--- config.mk ---
export PLATFORM = sky130hd
export DESIGN_NAME = timed_task_queue_top
export DESIGN_NICKNAME = d
export VERILOG_FILES = /design/src/design/ttq_pkg.sv /design/src/design/ttq_slot_mem.sv /design/src/design/timed_task_queue_top.sv
export SDC_FILE = /design/constraint.sdc
export NUM_CORES = 1
export LEC_CHECK = 0
export ABC_CLOCK_PERIOD_IN_PS = 4080
export BUFFER_PORTS_ARGS = -buffer_cell sky130_fd_sc_hd__buf_2
export CORE_MARGIN = 10
export CORE_UTILIZATION = 32
export DETAILED_ROUTE_END_ITERATION = 7
export REMOVE_ABC_BUFFERS = 1
export SLEW_MARGIN = 20
export SYNTH_ARGS = -nofsm -noshare
export SYNTH_HDL_FRONTEND = slang
export SYNTH_SLANG_ARGS = --single-unit
--- constraint.sdc ---
create_clock -name clk_i -period 4.08 [get_ports clk_i]
set_input_delay 0.408 -clock clk_i [delete_from_list [all_inputs] [get_ports clk_i]]
set_output_delay 0.408 -clock clk_i [all_outputs]
set_load 0.005 [all_outputs]
--- src/design/ttq_pkg.sv ---
// Shared types and codes for the timed task queue.
package ttq_pkg;

  localparam int unsigned SLOTS_DEF = 8;

  // operation codes
  localparam logic [1:0] OP_SCHEDULE = 2'd0;
  localparam logic [1:0] OP_TICK     = 2'd1;
  localparam logic [1:0] OP_POP      = 2'd2;

  // result status codes
  localparam logic [1:0] ST_ACCEPTED = 2'd0;
  localparam logic [1:0] ST_FULL     = 2'd1;
  localparam logic [1:0] ST_POPPED   = 2'd2;
  localparam logic [1:0] ST_EMPTY    = 2'd3;

  localparam logic [3:0] REL_MAX = 4'd15;

  typedef struct packed {
    logic [1:0]  operation;
    logic [15:0] delay;
    logic [15:0] task_handle;
    logic [31:0] data_handle;
  } in_t;

  typedef struct packed {
    logic [1:0]  status;
    logic [15:0] out_task;
    logic [31:0] out_data;
    logic [3:0]  released;
  } out_t;

  // write enables of the slot store
  typedef struct packed {
    logic payload;
    logic due;
    logic link;
  } mem_we_t;

endpackage

--- src/design/ttq_slot_mem.sv ---
// Slot store: due tick, handles and list links, one registered read port.
module ttq_slot_mem #(
  parameter int unsigned SLOTS = ttq_pkg::SLOTS_DEF
) (
  input  logic                       clk_i,
  input  logic                       rst_ni,
  input  logic [$clog2(SLOTS)-1:0]   rd_addr_i,
  output logic [15:0]                rd_due_o,
  output logic [15:0]                rd_task_o,
  output logic [31:0]                rd_data_o,
  output logic [$clog2(SLOTS+1)-1:0] rd_link_o,
  input  ttq_pkg::mem_we_t           we_i,
  input  logic [$clog2(SLOTS)-1:0]   wr_addr_i,
  input  logic [15:0]                wr_due_i,
  input  logic [15:0]                wr_task_i,
  input  logic [31:0]                wr_data_i,
  input  logic [$clog2(SLOTS+1)-1:0] wr_link_i
);

  localparam int unsigned PW = $clog2(SLOTS+1);

  logic [15:0]   due_mem  [SLOTS];
  logic [15:0]   task_mem [SLOTS];
  logic [31:0]   data_mem [SLOTS];
  logic [PW-1:0] link_mem [SLOTS];

  logic [SLOTS-1:0] link_vld_q;
  logic [PW-1:0]    link_raw_q;
  logic [PW-1:0]    link_dflt_q;
  logic             link_hit_q;

  always_ff @(posedge clk_i) begin
    if (we_i.payload) begin
      task_mem[wr_addr_i] <= wr_task_i;
      data_mem[wr_addr_i] <= wr_data_i;
    end
    if (we_i.due) begin
      due_mem[wr_addr_i] <= wr_due_i;
    end
    if (we_i.link) begin
      link_mem[wr_addr_i] <= wr_link_i;
    end
    rd_due_o    <= due_mem[rd_addr_i];
    rd_task_o   <= task_mem[rd_addr_i];
    rd_data_o   <= data_mem[rd_addr_i];
    link_raw_q  <= link_mem[rd_addr_i];
    link_dflt_q <= PW'(rd_addr_i) + PW'(1);
  end

  // an unwritten link reads as the reset chain: slot i points at i+1, last at null
  always_ff @(posedge clk_i or negedge rst_ni) begin
    if (!rst_ni) begin
      link_vld_q <= '0;
      link_hit_q <= 1'b0;
    end else begin
      if (we_i.link) begin
        link_vld_q[wr_addr_i] <= 1'b1;
      end
      link_hit_q <= link_vld_q[rd_addr_i];
    end
  end

  assign rd_link_o = link_hit_q ? link_raw_q : link_dflt_q;

endmodule

--- src/design/timed_task_queue_top.sv ---
// Timed task queue: slot pool with free list, sorted waiting list and ready FIFO.
//
//  channel | signals                              | direction
//  in      | in_valid_i, in_stall_o, in_data_i    | item into block
//  out     | out_valid_o, out_stall_i, out_data_o | one result per item
//
// One item at a time; the lists live in a slot store with one read and one write port.
// A pop takes the ready FIFO head. A schedule with delay 0 appends to the ready FIFO;
// with delay > 0 it walks the waiting list entry by entry. A tick releases due entries
// one by one. The result is shown in the same cycle the next item can first be taken.
// Reset leaves the pool ready at once: unwritten links read as the initial free chain.
// A stalled output holds one result; the next item is still taken meanwhile.
module timed_task_queue_top #(
  parameter int unsigned SLOTS = ttq_pkg::SLOTS_DEF
) (
  input  logic          clk_i,
  input  logic          rst_ni,
  input  logic          in_valid_i,
  output logic          in_stall_o,
  input  ttq_pkg::in_t  in_data_i,
  output logic          out_valid_o,
  input  logic          out_stall_i,
  output ttq_pkg::out_t out_data_o
);

  localparam int unsigned IW = $clog2(SLOTS);
  localparam int unsigned PW = $clog2(SLOTS+1);
  localparam logic [PW-1:0] NIL = PW'(SLOTS);

  typedef enum logic [3:0] {
    S_IDLE, S_SCHED_LINK, S_WALK_RD, S_WALK_CMP, S_INS_SELF, S_INS_PREV,
    S_TICK_RD, S_TICK_CMP, S_APP_SELF, S_APP_TAIL, S_POP_RD, S_DONE
  } state_e;

  state_e        state_q;
  logic [1:0]    op_q;
  logic [15:0]   delay_q;
  logic [15:0]   now_q;
  logic [PW-1:0] free_first_q, wait_first_q, ready_first_q, ready_last_q;
  logic [PW-1:0] n_q, cur_q, prev_q, cnt_q;
  ttq_pkg::out_t res_q, out_q;
  logic          out_valid_q;

  logic [IW-1:0]    rd_addr, wr_addr;
  logic [15:0]      rd_due, rd_task;
  logic [31:0]      rd_data;
  logic [PW-1:0]    rd_link, wr_link;
  ttq_pkg::mem_we_t we;
  logic [15:0]      due_diff;
  logic [PW+3:0]    cnt_ext;
  logic [3:0]       rel_sat;
  logic             take;

  assign in_stall_o  = (state_q != S_IDLE);
  assign take        = in_valid_i && (state_q == S_IDLE);
  assign out_valid_o = out_valid_q;
  assign out_data_o  = out_q;
  assign due_diff    = rd_due - now_q;
  assign cnt_ext     = (PW+4)'(cnt_q);
  assign rel_sat     = (cnt_ext > (PW+4)'(ttq_pkg::REL_MAX)) ? ttq_pkg::REL_MAX : cnt_ext[3:0];

  ttq_slot_mem #(.SLOTS(SLOTS)) u_mem (
    .clk_i     (clk_i),
    .rst_ni    (rst_ni),
    .rd_addr_i (rd_addr),
    .rd_due_o  (rd_due),
    .rd_task_o (rd_task),
    .rd_data_o (rd_data),
    .rd_link_o (rd_link),
    .we_i      (we),
    .wr_addr_i (wr_addr),
    .wr_due_i  (now_q + delay_q),
    .wr_task_i (in_data_i.task_handle),
    .wr_data_i (in_data_i.data_handle),
    .wr_link_i (wr_link)
  );

  // store port control
  always_comb begin
    rd_addr = '0;
    wr_addr = '0;
    wr_link = NIL;
    we      = '0;
    unique case (state_q)
      S_IDLE: begin
        if (take && in_data_i.operation == ttq_pkg::OP_SCHEDULE) begin
          rd_addr    = free_first_q[IW-1:0];
          wr_addr    = free_first_q[IW-1:0];
          we.payload = (free_first_q != NIL);
        end else if (take && in_data_i.operation == ttq_pkg::OP_POP) begin
          rd_addr = ready_first_q[IW-1:0];
        end
      end
      S_WALK_RD: rd_addr = cur_q[IW-1:0];
      S_TICK_RD: rd_addr = wait_first_q[IW-1:0];
      S_INS_SELF: begin
        we.due  = 1'b1;
        we.link = 1'b1;
        wr_addr = n_q[IW-1:0];
        wr_link = cur_q;
      end
      S_INS_PREV: begin
        we.link = 1'b1;
        wr_addr = prev_q[IW-1:0];
        wr_link = n_q;
      end
      S_APP_SELF: begin
        we.link = 1'b1;
        wr_addr = n_q[IW-1:0];
        wr_link = NIL;
      end
      S_APP_TAIL: begin
        we.link = 1'b1;
        wr_addr = ready_last_q[IW-1:0];
        wr_link = n_q;
      end
      S_POP_RD: begin
        we.link = 1'b1;
        wr_addr = n_q[IW-1:0];
        wr_link = free_first_q;
      end
      default: ;
    endcase
  end

  always_ff @(posedge clk_i or negedge rst_ni) begin
    if (!rst_ni) begin
      state_q       <= S_IDLE;
      op_q          <= ttq_pkg::OP_SCHEDULE;
      delay_q       <= '0;
      now_q         <= '0;
      free_first_q  <= '0;
      wait_first_q  <= NIL;
      ready_first_q <= NIL;
      ready_last_q  <= NIL;
      n_q           <= NIL;
      cur_q         <= NIL;
      prev_q        <= NIL;
      cnt_q         <= '0;
      res_q         <= '0;
      out_q         <= '0;
      out_valid_q   <= 1'b0;
    end else begin
      // in S_DONE the output register is reloaded instead
      if (out_valid_q && !out_stall_i && state_q != S_DONE) begin
        out_valid_q <= 1'b0;
      end
      unique case (state_q)
        S_IDLE: begin
          if (take) begin
            op_q    <= in_data_i.operation;
            delay_q <= in_data_i.delay;
            case (in_data_i.operation)
              ttq_pkg::OP_SCHEDULE: begin
                if (free_first_q == NIL) begin
                  res_q   <= {ttq_pkg::ST_FULL, 16'd0, 32'd0, 4'd0};
                  state_q <= S_DONE;
                end else begin
                  res_q   <= '0;
                  n_q     <= free_first_q;
                  state_q <= S_SCHED_LINK;
                end
              end
              ttq_pkg::OP_TICK: begin
                res_q   <= '0;
                now_q   <= now_q + 16'd1;
                cnt_q   <= '0;
                state_q <= S_TICK_RD;
              end
              ttq_pkg::OP_POP: begin
                if (ready_first_q == NIL) begin
                  res_q   <= {ttq_pkg::ST_EMPTY, 16'd0, 32'd0, 4'd0};
                  state_q <= S_DONE;
                end else begin
                  res_q   <= '0;
                  n_q     <= ready_first_q;
                  state_q <= S_POP_RD;
                end
              end
              default: begin
                res_q   <= '0;
                state_q <= S_DONE;
              end
            endcase
          end
        end
        S_SCHED_LINK: begin
          free_first_q <= rd_link;
          if (delay_q == 16'd0) begin
            state_q <= S_APP_SELF;
          end else begin
            prev_q  <= NIL;
            cur_q   <= wait_first_q;
            state_q <= S_WALK_RD;
          end
        end
        S_WALK_RD: begin
          state_q <= (cur_q == NIL) ? S_INS_SELF : S_WALK_CMP;
        end
        S_WALK_CMP: begin
          // pass every entry due no later, so equal due ticks keep arrival order
          if (due_diff <= delay_q) begin
            prev_q  <= cur_q;
            cur_q   <= rd_link;
            state_q <= S_WALK_RD;
          end else begin
            state_q <= S_INS_SELF;
          end
        end
        S_INS_SELF: begin
          if (prev_q == NIL) begin
            wait_first_q <= n_q;
            state_q      <= S_DONE;
          end else begin
            state_q <= S_INS_PREV;
          end
        end
        S_INS_PREV: state_q <= S_DONE;
        S_TICK_RD: begin
          if (wait_first_q == NIL) begin
            res_q.released <= rel_sat;
            state_q        <= S_DONE;
          end else begin
            n_q     <= wait_first_q;
            state_q <= S_TICK_CMP;
          end
        end
        S_TICK_CMP: begin
          if (rd_due == now_q) begin
            wait_first_q <= rd_link;
            cnt_q        <= cnt_q + PW'(1);
            state_q      <= S_APP_SELF;
          end else begin
            res_q.released <= rel_sat;
            state_q        <= S_DONE;
          end
        end
        S_APP_SELF: begin
          if (ready_first_q == NIL) begin
            ready_first_q <= n_q;
            ready_last_q  <= n_q;
            state_q       <= (op_q == ttq_pkg::OP_TICK) ? S_TICK_RD : S_DONE;
          end else begin
            state_q <= S_APP_TAIL;
          end
        end
        S_APP_TAIL: begin
          ready_last_q <= n_q;
          state_q      <= (op_q == ttq_pkg::OP_TICK) ? S_TICK_RD : S_DONE;
        end
        S_POP_RD: begin
          if (rd_link == NIL) begin
            ready_first_q <= NIL;
            ready_last_q  <= NIL;
          end else begin
            ready_first_q <= rd_link;
          end
          free_first_q <= n_q;
          res_q        <= {ttq_pkg::ST_POPPED, rd_task, rd_data, 4'd0};
          state_q      <= S_DONE;
        end
        S_DONE: begin
          if (!out_valid_q || !out_stall_i) begin
            out_q       <= res_q;
            out_valid_q <= 1'b1;
            state_q     <= S_IDLE;
          end
        end
        default: state_q <= S_IDLE;
      endcase
    end
  end

`ifndef SYNTHESIS
  a_ready_ends: assert property (@(posedge clk_i) disable iff (!rst_ni)
    (ready_first_q == NIL) == (ready_last_q == NIL))
    else $error("ready FIFO head and tail disagree on empty");

  a_out_from_done: assert property (@(posedge clk_i) disable iff (!rst_ni)
    $rose(out_valid_o) |-> $past(state_q == S_DONE))
    else $error("result shown without finishing an item");

  a_ptr_range: assert property (@(posedge clk_i) disable iff (!rst_ni)
    cur_q <= NIL && free_first_q <= NIL && wait_first_q <= NIL)
    else $error("list pointer out of range");

  a_release_cnt: assert property (@(posedge clk_i) disable iff (!rst_ni)
    (state_q == S_TICK_CMP && rd_due == now_q) |=> cnt_q == $past(cnt_q) + PW'(1))
    else $error("release count not advanced");
`endif

endmodule
# Word-level counts from Yosys, hierarchy flattened
# Memories as Yosys holds them, arrays and structs flattened. A register that Yosys moved wholly into a read port is not among the register bits.
# Index checks and enable logic that the tools add are counted.
[word_totals]
ff_bits = 191
inputBits = 70
memories = 4
out_inout_bits = 56
ram_bits = 544
[op_classes]
addsub = 5
n_mux = 72
eq_ne = 37
reduce_logical = 37
bitwise_logic = 1
n_lt_le_gt_ge = 5
[memory_table]
columns = ["name", "words", "width", "read_ports", "rd_ports_with_merged_regs", "write_ports", "line_no", "text"]
rows = [
  ["u_mem.data_mem", 8, 32, 1, 1, 1, "ttq_slot_mem.sv:24", "logic [31:0] data_mem [SLOTS];"],
  ["u_mem.due_mem", 8, 16, 1, 1, 1, "ttq_slot_mem.sv:22", "logic [15:0] due_mem [SLOTS];"],
  ["u_mem.task_mem", 8, 16, 1, 1, 1, "ttq_slot_mem.sv:23", "logic [15:0] task_mem [SLOTS];"],
  ["u_mem.link_mem", 8, 4, 1, 1, 1, "ttq_slot_mem.sv:25", "logic [PW-1:0] link_mem [SLOTS];"],
]
[ops]
columns = ["cell", "count"]
rows = [
  ["$mux W54", 2],
  ["$pmux W54 S2", 1],
  ["$mux W4", 26],
  ["$pmux W50 S2", 1],
  ["$pmux W4 S2", 8],
  ["$mux W53", 1],
  ["$pmux W4 S11", 1],
  ["$eq A4 B4 Y1 const B", 10],
  ["$pmux W4 S3", 2],
  ["$ne A2 B2 Y1 const B", 11],
  ["$mux W3", 7],
  ["$pmux W3 S3", 2],
  ["$add A16 B1 Y16 const B", 1],
  ["$add A16 B16 Y16", 1],
  ["$eq A16 B16 Y1", 1],
  ["$eq A4 B3 Y1 const B", 4],
  ["$le A16 B16 Y1", 1],
  ["$logic_not A16 Y1", 1],
  ["$mux W1", 16],
  ["$pmux W4 S4", 1],
  ["$sub A16 B16 Y16", 1],
  ["$reduce_bool A2 Y1", 7],
  ["$pmux W3 S4", 1],
  ["$reduce_and A3 Y1", 4],
  ["30 further kinds", 46],
]

# Longest topological paths before layout
[depth]
depth_word = 10
ltp_mapped = 17

# Cells and area by module
# Synthesis repeated with hierarchy kept, for this count alone.
[hier_totals]
cells_unflattened = 1927
hier_area_um2 = 32025.7
[by_module_without_submodules]
columns = ["module", "cells_each", "n_inst", "seq_area_each_um2", "area_per_inst_um2"]
rows = [
  ["ttq_slot_mem", 926, 1, 18002.3, 22431.5],
  ["timed_task_queue_top", 1001, 1, 4460.5, 9594.2],
]

# Least setup slack after synthesis
# OpenSTA, ideal clock, no wires.
[synth_timing]
path_kind = "register to register"
start = "register state_q[1]"
end = "memory u_mem.data_mem[6][0], enable pin"
setup_slack_ns = -0.224
arrival_time_ns = 3.850
path_buffers = 1
setup_time_ns = 0.454
path_stages_with_launch = 8
path_cell_list = "dfrtp_1 buf_4 or3b_2 a21oi_1 a221o_1 and2_1 nand2b_1 nor2_1"
[synth_between]
elab_chain_cells = 7
[synth_rtl]
columns = ["element", "line_no", "text"]
rows = [
  ["start, declared", "timed_task_queue_top.sv:35", "state_e state_q;"],
  ["start signal, assigned", "timed_task_queue_top.sv:198", "state_q <= (cur_q == NIL) ? S_INS_SELF : S_WALK_CMP;"],
  ["start signal, assigned", "timed_task_queue_top.sv:242", "state_q <= (op_q == ttq_pkg::OP_TICK) ? S_TICK_RD : S_DONE;"],
  ["start signal, assigned", "timed_task_queue_top.sv:249", "state_q <= (op_q == ttq_pkg::OP_TICK) ? S_TICK_RD : S_DONE;"],
  ["$logic_not A4 Y1", "timed_task_queue_top.sv:55, timed_task_queue_top.sv:84", ""],
  ["$logic_and A1 B1 Y1", "timed_task_queue_top.sv:55", "assign take = in_valid_i && (state_q == S_IDLE);"],
  ["$logic_and A1 B1 Y1", "timed_task_queue_top.sv:86", "if (take && in_data_i.operation == ttq_pkg::OP_SCHEDULE) begin"],
  ["$mux W1", "timed_task_queue_top.sv:86", ""],
  ["$mux W1", "timed_task_queue_top.sv:84", "unique case (state_q)"],
  ["$mux W1", "ttq_slot_mem.sv:33", "if (we_i.payload) begin"],
  ["$mux W1 (not written as such)", "ttq_slot_mem.sv:35", "data_mem[wr_addr_i] <= wr_data_i;"],
  ["end, declared", "ttq_slot_mem.sv:24", ""],
]
# Parallel ways exist; a longest one is shown, timed or not.

# Worst setup path in the final report
[layout_timing]
start = "register now_q[2]"
end = "register cur_q[2]"
[layout_between]
elab_chain_cells = 4
[layout_rtl]
columns = ["element", "line_no", "text"]
rows = [
  ["start, declared", "timed_task_queue_top.sv:38", "logic [15:0] now_q;"],
  ["start signal, assigned", "timed_task_queue_top.sv:166", "now_q <= now_q + 16'd1;"],
  ["$sub A16 B16 Y16", "timed_task_queue_top.sv:58", "assign due_diff = rd_due - now_q;"],
  ["$le A16 B16 Y1", "timed_task_queue_top.sv:202", "if (due_diff <= delay_q) begin"],
  ["$ne A2 B2 Y1 (no source line)", "-", ""],
  ["$reduce_and A3 Y1 (no source line)", "-", ""],
  ["end signal, assigned", "timed_task_queue_top.sv:193", "cur_q <= wait_first_q;"],
  ["end signal, assigned", "timed_task_queue_top.sv:204", "cur_q <= rd_link;"],
  ["end, declared", "timed_task_queue_top.sv:40", "logic [PW-1:0] n_q, cur_q, prev_q, cnt_q;"],
]
# Every way passes these cells.
# A chain may end at the register's enable or synchronous reset.

==> summary.md <==
| Metric | Value |
|---|---|
| Crit start category | `register` |
| Worst Setup SP | `now_q[2]` |
| Crit end category | `register` |
| Die Height | `339 um` |
| Routed length per instance | `18.9 um` |
| CTS tree | `built` |
| Die area | `0.115 mm2` |
| Worst r2r src | `now_q[2]` |
| Async S/R FF share, synth | `23.3%` |
| GRT met3 Usage | `2.94%` |
| Core area | `0.100 mm2` |
| MaxCap Viol Count | `0` |
| Maximum clock rate | `0.264 GHz` |
| CP arrival | `4310 ps` |
| Rows | `116` |
| DR iter-0 viols | `1546` |
| Reg clk slew, reported paths | `60 ps` |
| Share of the synthesized area in the top cell type | `50.3%` |
| Worst-Skew Late Latency | `640 ps` |
| Synth area leaders | `edfxtp_1 50%, dfrtp_1 14%, nand2_1 6.7%, dfxtp_1 4.4%, nand3_1 2.5%` |
| GRT Util Overall | `13.2%` |
| DR vias | `20334` |
| Yosys reg bits | `803` |
| GR Layer Usage met1 | `18.0%` |
| Bufs on Longest Clock Path | `3` |
| Internal power | `17.9 mW` |
| Clock Tree Root | `clkbuf_16` |
| Clock Skew | `47.8 ps` |
| Port bufs | `125` |
| Switch Pwr | `9.11 mW` |
| Die Width | `339 um` |
| GRT overflow | `0` |
| Largest net degree at the start of global routing | `88` |
| Num Clock Sinks | `803` |
| Layout area overhead | `17.5%` |
| GRT met2 Usage | `21.4%` |
| Synthesized cell area | `0.0325 mm2` |
| Slew headroom | `32.0%` |
| Setup CP Type | `register to register` |
| Status | `complete, no violations` |
| TritonRoute pass-1 iters | `5` |
| Post-DP HPWL | `47.3 mm` |
| DP Worst Slack | `-77.8 ps` |
| Share of cells above drive strength 1 | `14.7%` |
| Leakage | `14.1 nW` |
| Critical path peak fanout | `8` |
| Sequential element share of the synthesized area | `69.2%` |
| Combinational power share | `30.6%` |
| Nets@finish | `2853` |
| Cell taking the most area after synthesis | `edfxtp_1` |
| Mean post-synth cell area | `12.7 um2` |
| Sw Share | `33.7%` |
| Hold Path Class | `input port to register` |
| Fin crit period | `3790 ps` |
| Initial core utilization | `32.3%` |
| Fin. max-slew vios | `0` |
| Synth top cells by count | `578 x nand2_1, 544 x edfxtp_1, 182 x dfrtp_1, 162 x nand3_1, 113 x o21ai_0` |
| PnR worst setup slack | `295 ps` |
| First-pass GRT wire length | `121 mm` |
| EDFF count, synth | `544` |
| Seq pwr share | `41.4%` |
| H-tree levels | `3` |
| Antenna violation net count after detailed routing | `0` |
| Critical Path RT | `4610 ps` |
| Final period util | `92.8%` |
| Gr busiest metal | `met2` |
| Worst Tran Pin Value | `1020 ps` |
| Final setup vio count | `0` |
| Pwr Total | `27.0 mW` |
| Clk pwr share | `27.9%` |
| Vias in the first global route | `19953` |
| RSZ-0062 raised after global routing | `false` |
| Top Ports | `126` |
| Final wirelength | `78.5 mm` |
| HP Start | `in_data_i[11]` |
| Yosys cell types | `63` |
| Initial antenna violation count | `17` |
| Synthesized instance count | `2562` |
| TritonCTS Buffers | `84` |
| RD Place Congestion | `0.830` |
| Power Density | `707 mW/mm2` |
| Worst VDD drop | `0.000379 V` |
| Warnings from Yosys | `0` |
| Most common cell in the netlist | `nand2_1` |
| DR vias/cell | `4.89` |
| # DRC | `0` |
| Final hold vios | `0` |
| Ys flop type | `edfxtp_1` |
[final timing paths]
| check | end | slack, ps | depth (start not counted) |
|---|---|---|---|
| min in group asynchronous | delay_q[2] | 380 | 2 |
| worst min-delay path | u_mem.data_mem[7][11] | 40 | 1 |
| worst max register to register | cur_q[2] | 290 | 14 |
| max in group asynchronous | res_q[48] | 2730 | 3 |
| worst max-delay path | cur_q[2] | 290 | 14 |
| worst min register to register | res_q[29] | 430 | 2 |
[cell usage in the layout (no fill, tap or decap), types with 7 or more instances in the layout]
master / count
a211oi_1: 11
a21oi_1: 50
a32oi_1: 70
and2_1: 7
and3_1: 75
buf_12: 26
buf_2: 124
buf_4: 37
clkbuf_1: 26
clkbuf_16: 86
clkbuf_8: 11
clkinv_2: 17
dfrtp_1: 182
dfxtp_1: 72
dlygate4sd3_1: 23
edfxtp_1: 544
ha_1: 54
inv_1: 60
mux2_2: 58
mux2i_1: 80
nand2_1: 577
nand2b_1: 13
nand3_1: 161
nand3b_1: 10
nand4_1: 13
nor2_1: 71
nor2_4: 10
nor2b_1: 10
nor3_1: 21
nor4_1: 9
o21ai_0: 113
o21bai_1: 11
or3_1: 7
xnor2_1: 35
xor2_1: 7
[logic make-up after synthesis]
family | Yosys count | share of synthesized area [%]
AND/OR/NAND/NOR | 1008 | 13.8
adder cells (fa/ha/maj) | 56 | 2.20
buffers and inverters | 192 | 2.56
XOR/XNOR | 42 | 1.13
flip-flops | 803 | 69.2
multiplexers | 138 | 4.48
AO/OA/AOI/OAI | 323 | 6.65
[registers in the layout (all words and copies together), names as in the netlist, 8 cells and up]
| register | cells |
|---|---|
| u_mem.rd_task_o | 16 |
| out_data_o | 54 |
| u_mem.rd_due_o | 16 |
| u_mem.due_mem | 128 |
| now_q | 16 |
| u_mem.task_mem | 128 |
| u_mem.link_mem | 32 |
| u_mem.rd_data_o | 32 |
| res_q | 54 |
| u_mem.link_vld_q | 8 |
| delay_q | 16 |
| u_mem.data_mem | 256 |
[routing by layer]
| metal | share of wire (%) | vias up |
|---|---|---|
| met5 | 0.16 | - |
| met4 | 2.0 | 20 |
| met2 | 47 | 479 |
| li1 | - | 9609 |
| met3 | 5.4 | 143 |
| met1 | 46 | 10083 |
[what timing repair did]
action / CTS / global route
gates resized for setup: 2 / 8
endpoints found under the hold margin: 139 / 0
hold buffers: 23 / 0
setup buffers: 0 / 1
endpoints found under the setup margin: 8 / 9
pin swaps: 0 / 4
[power by group through the flow]
stage	combinational (mW)	sequential (mW)	clock (mW)
floorplan	5.57	11.1	0
global placement	8.06	11.3	0
detailed placement	8.20	11.3	0
CTS	8.27	11.2	7.73
global route	9.24	11.3	8.07
finish	8.26	11.2	7.54
[critical path, stage by stage (launching register included)]
cell and delay, ps:
dfrtp_1 340, inv_1 50, ha_1 350, nor2b_1 160, o31ai_1 360, a21oi_1 190
a21o_1 220, nand4_1 80, o311ai_1 110, ha_1 320, nand4_1 180, a311oi_1 470
nor3_4 120, or2_2 390, a221oi_1 330
[layout make-up]
cell class | instances | area (um2)
Antenna cell | 3 | 7.51
Clock inverter | 32 | 335
Clock buffer | 125 | 2420
Fill cell | 9647 | 62300
Tap cell | 1357 | 1700
Sequential cell | 803 | 22500
Multi-Input combinational cell | 1567 | 9340
Inverter | 60 | 225
Timing Repair Buffer | 211 | 1660
[stage by stage]
step                      hold slack, ps  area [um2]  utilization [%]  TNS [ps]  cells
final                               43.1       38200             38.0         0   4158
after global routing                4.16       38200             38.0         0   4157
after CTS                          0.439       38100             37.9         0   4154
after detailed placement             420       35100             34.9      -225   3974
after global placement               419       35100             34.9         0   3973
after floorplan                      112       31900                -   -511000   2430
Note: power is estimated with default switching activity, not from simulation.
